[src/hw/rtl/mexp_pkg.sv]
// shared constants, field widths and controller states for the modular exponentiation block
// no dependencies; compiled first
package mexp_pkg;

  localparam int MOD_W  = 31;
  localparam int BASE_W = 31;
  localparam int EXP_W  = 63;
  // bit counter of the serial multiplier, counts MOD_W-1 down to 0
  localparam int CNT_W  = $clog2(MOD_W);

  localparam logic [MOD_W-1:0] MODULUS_RESET = 31'd1000000007;

  typedef enum logic [2:0] {
    ST_IDLE,
    ST_REDUCE,
    ST_SQUARE,
    ST_MULT,
    ST_FINISH
  } mexp_state_t;

endpackage

[src/hw/rtl/mexp_if.sv]
// valid/ready channel interfaces for the operand beat and the result beat
// depends on mexp_pkg for the field widths
interface mexp_in_if;
  import mexp_pkg::*;

  logic              valid;
  logic              ready;
  logic [BASE_W-1:0] base;
  logic [EXP_W-1:0]  exponent;

  modport source (output valid, base, exponent, input ready);
  modport sink   (input valid, base, exponent, output ready);
endinterface

interface mexp_out_if;
  import mexp_pkg::*;

  logic             valid;
  logic             ready;
  logic [MOD_W-1:0] power_result;

  modport source (output valid, power_result, input ready);
  modport sink   (input valid, power_result, output ready);
endinterface

[src/hw/rtl/modular_exponentiation.sv]
// top level: base^exponent mod modulus by left-to-right square-and-multiply
// depends on mexp_pkg and the channel interfaces in mexp_if.sv
//
// usage: in_ch takes one beat of base and exponent, out_ch gives one beat of
// power_result for it. cfg_we/cfg_wdata write the modulus (reset value
// 1000000007, zero behaves as one); write it only while no beat is in flight.
// every modular product runs through one bit-serial interleaved multiplier that
// consumes one multiplier bit per cycle. an item with any exponent bit set runs a
// base reduction, then EXP_BITS squarings, one per exponent bit, and a multiply
// per set exponent bit; an all-zero exponent goes straight to the result.
// one item is in flight at a time; in_ch.ready is high only when the controller
// is idle, so with out_ch keeping up the next beat can be taken in the cycle in
// which the result is first valid. the result sits in an output register, so a new
// beat is accepted while out_ch is stalled; the controller then waits at the end of
// that item until the output register is free.
// rst is synchronous: it empties the output register, returns the controller to
// idle and restores the modulus reset value.
module modular_exponentiation #(
  parameter int EXP_BITS = 63
) (
  input  logic                     clk,
  input  logic                     rst,
  mexp_in_if.sink                  in_ch,
  mexp_out_if.source               out_ch,
  input  logic                     cfg_we,
  input  logic [mexp_pkg::MOD_W-1:0] cfg_wdata
);
  import mexp_pkg::*;

  localparam int ECNT_W = (EXP_BITS > 1) ? $clog2(EXP_BITS) : 1;
  localparam logic [CNT_W-1:0] MCNT_TOP = CNT_W'(MOD_W - 1);

  mexp_state_t state, state_next;

  logic [MOD_W-1:0]    modulus;
  logic [MOD_W-1:0]    acc;
  logic [MOD_W-1:0]    bred;
  logic [MOD_W-1:0]    xsr;
  logic [MOD_W-1:0]    yreg;
  logic [MOD_W-1:0]    r;
  logic [CNT_W-1:0]    mcnt;
  logic [EXP_BITS-1:0] esr;
  logic [ECNT_W-1:0]   ecnt;
  logic [MOD_W-1:0]    out_data;
  logic                out_valid;

  logic                in_ready;
  logic                busy_mul;
  logic                load_out;
  logic                in_fire;
  logic                out_free;
  logic                mul_last;
  logic                e_zero;
  logic [EXP_BITS-1:0] e_in;
  logic [MOD_W-1:0]    m_eff;
  logic [MOD_W-1:0]    one_mod;
  logic [MOD_W:0]      m_ext;
  logic [MOD_W:0]      dbl;
  logic [MOD_W:0]      dbl_red;
  logic [MOD_W:0]      sum;
  logic [MOD_W:0]      sum_red;
  logic [MOD_W-1:0]    mul_out;

  // modulus zero acts as modulus one
  assign m_eff   = (modulus == '0) ? MOD_W'(1) : modulus;
  assign one_mod = (m_eff == MOD_W'(1)) ? '0 : MOD_W'(1);
  assign m_ext   = {1'b0, m_eff};

  // interleaved multiply step: r = (2r + xbit*y) mod m, with r and y below m
  assign dbl     = {r, 1'b0};
  assign dbl_red = (dbl >= m_ext) ? dbl - m_ext : dbl;
  assign sum     = dbl_red + (xsr[MOD_W-1] ? {1'b0, yreg} : '0);
  assign sum_red = (sum >= m_ext) ? sum - m_ext : sum;
  assign mul_out = sum_red[MOD_W-1:0];
  assign mul_last = (mcnt == '0);

  assign e_in     = in_ch.exponent[EXP_BITS-1:0];
  assign e_zero   = (e_in == '0);
  assign in_fire  = in_ch.valid && in_ready;
  assign out_free = !out_valid || out_ch.ready;

  always_comb begin
    state_next = state;
    unique case (state)
      ST_IDLE: begin
        if (in_fire) state_next = e_zero ? ST_FINISH : ST_REDUCE;
      end
      ST_REDUCE: begin
        if (mul_last) state_next = ST_SQUARE;
      end
      ST_SQUARE: begin
        if (mul_last) begin
          if (esr[EXP_BITS-1])   state_next = ST_MULT;
          else if (ecnt == '0)   state_next = ST_FINISH;
          else                   state_next = ST_SQUARE;
        end
      end
      ST_MULT: begin
        if (mul_last) state_next = (ecnt == '0) ? ST_FINISH : ST_SQUARE;
      end
      ST_FINISH: begin
        if (out_free) state_next = ST_IDLE;
      end
      default: state_next = ST_IDLE;
    endcase
  end

  always_comb begin
    in_ready = 1'b0;
    busy_mul = 1'b0;
    load_out = 1'b0;
    unique case (state)
      ST_IDLE:                      in_ready = 1'b1;
      ST_REDUCE, ST_SQUARE, ST_MULT: busy_mul = 1'b1;
      ST_FINISH:                    load_out = out_free;
      default: ;
    endcase
  end

  always_ff @(posedge clk) begin
    if (rst) begin
      state     <= ST_IDLE;
      out_valid <= 1'b0;
      modulus   <= MODULUS_RESET;
    end else begin
      state <= state_next;
      if (load_out)          out_valid <= 1'b1;
      else if (out_ch.ready) out_valid <= 1'b0;
      if (cfg_we) modulus <= cfg_wdata;
    end
  end

  always_ff @(posedge clk) begin
    // the last step of a product is taken over by the reload below
    if (busy_mul && !mul_last) begin
      xsr  <= xsr << 1;
      r    <= mul_out;
      mcnt <= mcnt - 1'b1;
    end
    unique case (state)
      ST_IDLE: begin
        if (in_fire) begin
          acc  <= MOD_W'(1);
          esr  <= e_in;
          ecnt <= ECNT_W'(EXP_BITS - 1);
          // first pass reduces base below the modulus
          xsr  <= in_ch.base;
          yreg <= one_mod;
          r    <= '0;
          mcnt <= MCNT_TOP;
        end
      end
      ST_REDUCE: begin
        if (mul_last) begin
          bred <= mul_out;
          xsr  <= MOD_W'(1);
          yreg <= MOD_W'(1);
          r    <= '0;
          mcnt <= MCNT_TOP;
        end
      end
      ST_SQUARE: begin
        if (mul_last) begin
          acc  <= mul_out;
          xsr  <= mul_out;
          r    <= '0;
          mcnt <= MCNT_TOP;
          if (esr[EXP_BITS-1]) begin
            yreg <= bred;
          end else begin
            yreg <= mul_out;
            esr  <= esr << 1;
            ecnt <= ecnt - 1'b1;
          end
        end
      end
      ST_MULT: begin
        if (mul_last) begin
          acc  <= mul_out;
          xsr  <= mul_out;
          yreg <= mul_out;
          r    <= '0;
          mcnt <= MCNT_TOP;
          esr  <= esr << 1;
          ecnt <= ecnt - 1'b1;
        end
      end
      ST_FINISH: begin
        if (load_out) out_data <= acc;
      end
      default: ;
    endcase
  end

  assign in_ch.ready         = in_ready;
  assign out_ch.valid        = out_valid;
  assign out_ch.power_result = out_data;

endmodule

[src/flat_wrapper.sv]
// flat-port wrapper written by rule: the top's interface ports become plain ports
module modular_exponentiation_flat import mexp_pkg::*;
#(
  parameter int EXP_BITS = 63
)
  (clk, rst, cfg_we, cfg_wdata, in_ch_valid, in_ch_base, in_ch_exponent, in_ch_ready, out_ch_valid, out_ch_power_result, out_ch_ready);
  mexp_in_if in_ch_i ();
  mexp_out_if out_ch_i ();
  input  logic clk;
  input  logic rst;
  input  logic cfg_we;
  input  logic [mexp_pkg::MOD_W-1:0] cfg_wdata;
  input wire logic [$bits(in_ch_i.valid)-1:0] in_ch_valid;
  input wire logic [$bits(in_ch_i.base)-1:0] in_ch_base;
  input wire logic [$bits(in_ch_i.exponent)-1:0] in_ch_exponent;
  output wire logic [$bits(in_ch_i.ready)-1:0] in_ch_ready;
  output wire logic [$bits(out_ch_i.valid)-1:0] out_ch_valid;
  output wire logic [$bits(out_ch_i.power_result)-1:0] out_ch_power_result;
  input wire logic [$bits(out_ch_i.ready)-1:0] out_ch_ready;
  assign in_ch_i.valid = in_ch_valid;
  assign in_ch_i.base = in_ch_base;
  assign in_ch_i.exponent = in_ch_exponent;
  assign in_ch_ready = in_ch_i.ready;
  assign out_ch_valid = out_ch_i.valid;
  assign out_ch_power_result = out_ch_i.power_result;
  assign out_ch_i.ready = out_ch_ready;
  modular_exponentiation #(.EXP_BITS(EXP_BITS)) u_core (.clk(clk), .rst(rst), .in_ch(in_ch_i), .out_ch(out_ch_i), .cfg_we(cfg_we), .cfg_wdata(cfg_wdata));
endmodule
[config.mk]
export PLATFORM = sky130hd
export DESIGN_NAME = modular_exponentiation_flat
export DESIGN_NICKNAME = d
export VERILOG_FILES = /design/src/hw/rtl/mexp_pkg.sv /design/src/hw/rtl/mexp_if.sv /design/src/hw/rtl/modular_exponentiation.sv /design/src/flat_wrapper.sv
export SDC_FILE = /design/constraint.sdc
export NUM_CORES = 1
export LEC_CHECK = 0
export BUFFER_PORTS_ARGS = -buffer_cell sky130_fd_sc_hd__buf_2
export CORE_MARGIN = 1.5
export CORE_UTILIZATION = 48
export DETAILED_ROUTE_END_ITERATION = 10
export GPL_TIMING_DRIVEN = 0
export PLACE_DENSITY = 0.67
export SYNTH_ARGS = -nofsm -noshare
export SYNTH_HDL_FRONTEND = slang
export SYNTH_SLANG_ARGS = --single-unit
[constraint.sdc]
create_clock -name clk -period 9.5 [get_ports clk]
set_input_delay 0.475 -clock clk [delete_from_list [all_inputs] [get_ports clk]]
set_output_delay 0.475 -clock clk [all_outputs]
set_load 0.02 [all_outputs]
==> results.toml <==
[floorplanning]
die-area_mm2 = 0.0361
start_util = 0.487
fp-row-count = 68
core_area_mm2 = 0.0345
die_h_um = 190
ioPinCount = 163
die_w_um = 190

[drt]
drt-initial-drc-count = 1150
wl_per_cell_um = 21.1
drt-pass1-iter-count = 6
vias_per_cell = 5.90
ant_nets = 0
drt_wl_total_mm = 50.3
drc = 0
num_vias = 14109

[sta]
min_period_over_period = 0.963
worst_hold_slack_ns = 0.0960
hold_violations = 0
finClkSkew_ns = 0.0133
period_minus_slack_ns = 9.15
setup_ws_ns = 0.347
drv_slew = 0
setup_viol = 0
fmax_ghz = 0.109
tightest_slew_ns = 1.08
slew_headroom = 0.272

[critical_path]
required_ns = 9.80
cp_slowest_cell = "fa_1"
r2r_setup_slack_ns = 0.35
max_stage_delay_ns = 0.47
arrival_ns = 9.45
critPathKind = "register to register"
r2r_cells = 35
r2r_end = "u_core.yreg[30]$_DFFE_PP_"
critPathCaptureType = "register"
r2r_start = "u_core.modulus[1]$_SDFFE_PP1P_"
crit_path_start_kind = "register"
cp_max_fo = 10

[grt]
antenna_found_initial = 1
grt_pass1_wl_mm = 76.4
grt_start_max_net_pins = 37
grt_usage = 0.276
overflow = 0
grt_pass1_vias = 13371

[placed_design]
pre_cts_slack_ns = -0.471
io_buffer_count = 161
hpwl_mm = 39.0
dp.cells = 2321
gp_congestion = 0.936

[power_and_ir_drop]
vdd_ir_drop_max_uv = 269
power.total_mw = 7.58
powerDensity_mw_per_mm2 = 384
leakagePower_nw = 8.11

[cts]
htree_levels = 1
cts-root-buf = "clkbuf_16"
max-clock-path-buffers = 3
path_clk_slew_ns = 0.06
cts_made_buffers = 31
numClockSinks = 295
clock_latency_ns = 0.59
cts_tree = "yes"

[final_layout]
fin_nets = 2141
fin_util = 0.572
final_layout_size_suffix_gt1_frac = 0.164
area_delta_synth_final_pct = 17.4
n_antenna_cell = 0
finalNonFillerCells = 2390

[synthesis]
synth-main-ff-cell = "edfxtp_1"
avgSynthCellArea_um2 = 9.89
syn_area_mm2 = 0.0168
synth-edff-count = 193
synth-seq-cells = 295
synth_cell_types = 73
synthTopCellsByArea = "edfxtp_1 (35%), dfxtp_1 (12%), ha_1 (7.2%)"
synthCells = 1698
yosysWarnings = 0
async_reset_ff_frac = 0
synth-seq-area-share = 0.467
synth_top_area_share = 0.345
yosys.area.top_type = "edfxtp_1"
mappedNetlistNets = 1927

[min_path]
hold_start = "cfg_wdata[24]"
min_to = "u_core.modulus[24]$_SDFFE_PP1P_"
min_path_cells = 3
hold_path_class = "primary input to register"

[job]
maxCapViolCount = 0

[run_status]
status = "complete, no violations"
## through the flow
stage,instance area (um2),setup TNS [ns]
detailed placement,18300,-20.33
global placement,18200,-11.23
finish,19700,0
floorplan,16800,0
global route,19700,-0.0780
CTS,19500,0
## worst max-delay path by stage
stage	startpoint	to	slack (ns)	cells after the start
floorplan	u_core.modulus[16]$_SDFFE_PP0P_	u_core.yreg[29]$_DFFE_PP_	1.73	36
global placement	u_core.modulus[16]$_SDFFE_PP0P_	u_core.yreg[4]$_DFFE_PP_	-0.43	36
detailed placement	u_core.modulus[16]$_SDFFE_PP0P_	u_core.yreg[4]$_DFFE_PP_	-0.47	36
CTS	u_core.modulus[16]$_SDFFE_PP0P_	u_core.yreg[4]$_DFFE_PP_	0.09	36
global route	u_core.modulus[16]$_SDFFE_PP0P_	u_core.yreg[4]$_DFFE_PP_	-0.03	37
finish	u_core.modulus[1]$_SDFFE_PP1P_	u_core.yreg[30]$_DFFE_PP_	0.35	35
## sequential cells by signal, summed over array words and instances, names as in the netlist
name,count
u_core.acc,31
u_core.xsr,31
u_core.state,3
u_core.ecnt,6
u_core.modulus,31
u_core.esr,63
u_core.out_ch.power_result,31
u_core.bred,31
u_core.yreg,31
u_core.out_ch.valid,1
u_core.r,31
u_core.mcnt,5
## repair_timing
item	CTS	global route
pin swaps	0	8
buffers inserted	0	13
resized for setup	28	32
gates cloned	0	0
hold buffers	0	0
endpoints found under the setup margin	117	155
## logic make-up after synthesis
group / share of synthesized area
AND/OR/NAND/NOR: 0.135
multiplexers: 0.0326
buffers and inverters: 0.0398
flip-flops: 0.467
AO/OA/AOI/OAI: 0.206
adder cells (fa/ha/maj): 0.0751
XOR/XNOR: 0.0443
## synth_stat cells (all sizes together), types with 42 or more instances
cell,instances
edfxtp,193
nand2,163
nor2,135
a21oi,132
o21ai,117
dfxtp,102
ha,96
inv,93
clkbuf,71
a22o,65
xnor2,63
a21o,42
and2,42
## cell usage in the layout (no fill, tap or decap), types with 7 or more instances in the layout
| cell | n |
|---|---|
| nand2b_1 | 22 |
| xnor2_1 | 63 |
| o21bai_1 | 13 |
| nor3_1 | 15 |
| buf_2 | 163 |
| inv_1 | 93 |
| o21a_1 | 12 |
| o211ai_1 | 17 |
| mux2_2 | 18 |
| nor4_1 | 23 |
| mux2i_4 | 13 |
| nand3_1 | 19 |
| nor2b_1 | 17 |
| buf_4 | 14 |
| clkinv_2 | 7 |
| a31oi_1 | 14 |
| a222oi_1 | 13 |
| edfxtp_1 | 193 |
| clkbuf_1 | 76 |
| o21ai_0 | 101 |
| nand4_1 | 19 |
| mux2i_1 | 19 |
| xor2_1 | 22 |
| clkbuf_16 | 31 |
| a22o_1 | 65 |
| nand2_1 | 163 |
| nor2_1 | 132 |
| a211oi_1 | 25 |
| and2_1 | 42 |
| a21o_1 | 42 |
| dfxtp_1 | 102 |
| ha_1 | 95 |
| a21oi_1 | 128 |
| o21ai_2 | 14 |
| and3_1 | 11 |
## critical path, delay by kind of cell, from the launching register on
family	cells	cell delay (ns)
buffers and inverters	5	1.07
multiplexers	2	0.64
XOR/XNOR	1	0.13
flip-flops	1	0.33
AO/OA/AOI/OAI	12	2.60
adder cells (fa/ha/maj)	4	1.46
AND/OR/NAND/NOR	11	2.61
## report_power, final
part	total (mW)	internal (mW)	switching [mW]
logic	4.66	1.77	2.90
registers	1.71	1.60	0.102
clock network	1.21	0.682	0.525
## cell type report
type / count / area (um2)
fill: 3105 / 14700
multi-input combinational: 1232 / 8590
sequential: 295 / 7840
timing repair buffer: 181 / 1050
clock buffer: 39 / 806
tap: 455 / 569
inverter: 93 / 349
buffer: 78 / 339
clock inverter: 17 / 175
## metal layers
metal,share of wire,GRT usage,vias up
met5,0.00026,0,-
met4,0.031,0.0974,2
met3,0.065,0.0389,94
met2,0.47,0.449,481
met1,0.44,0.377,6828
li1,-,-,6704
(Power assumes the default switching activity.)
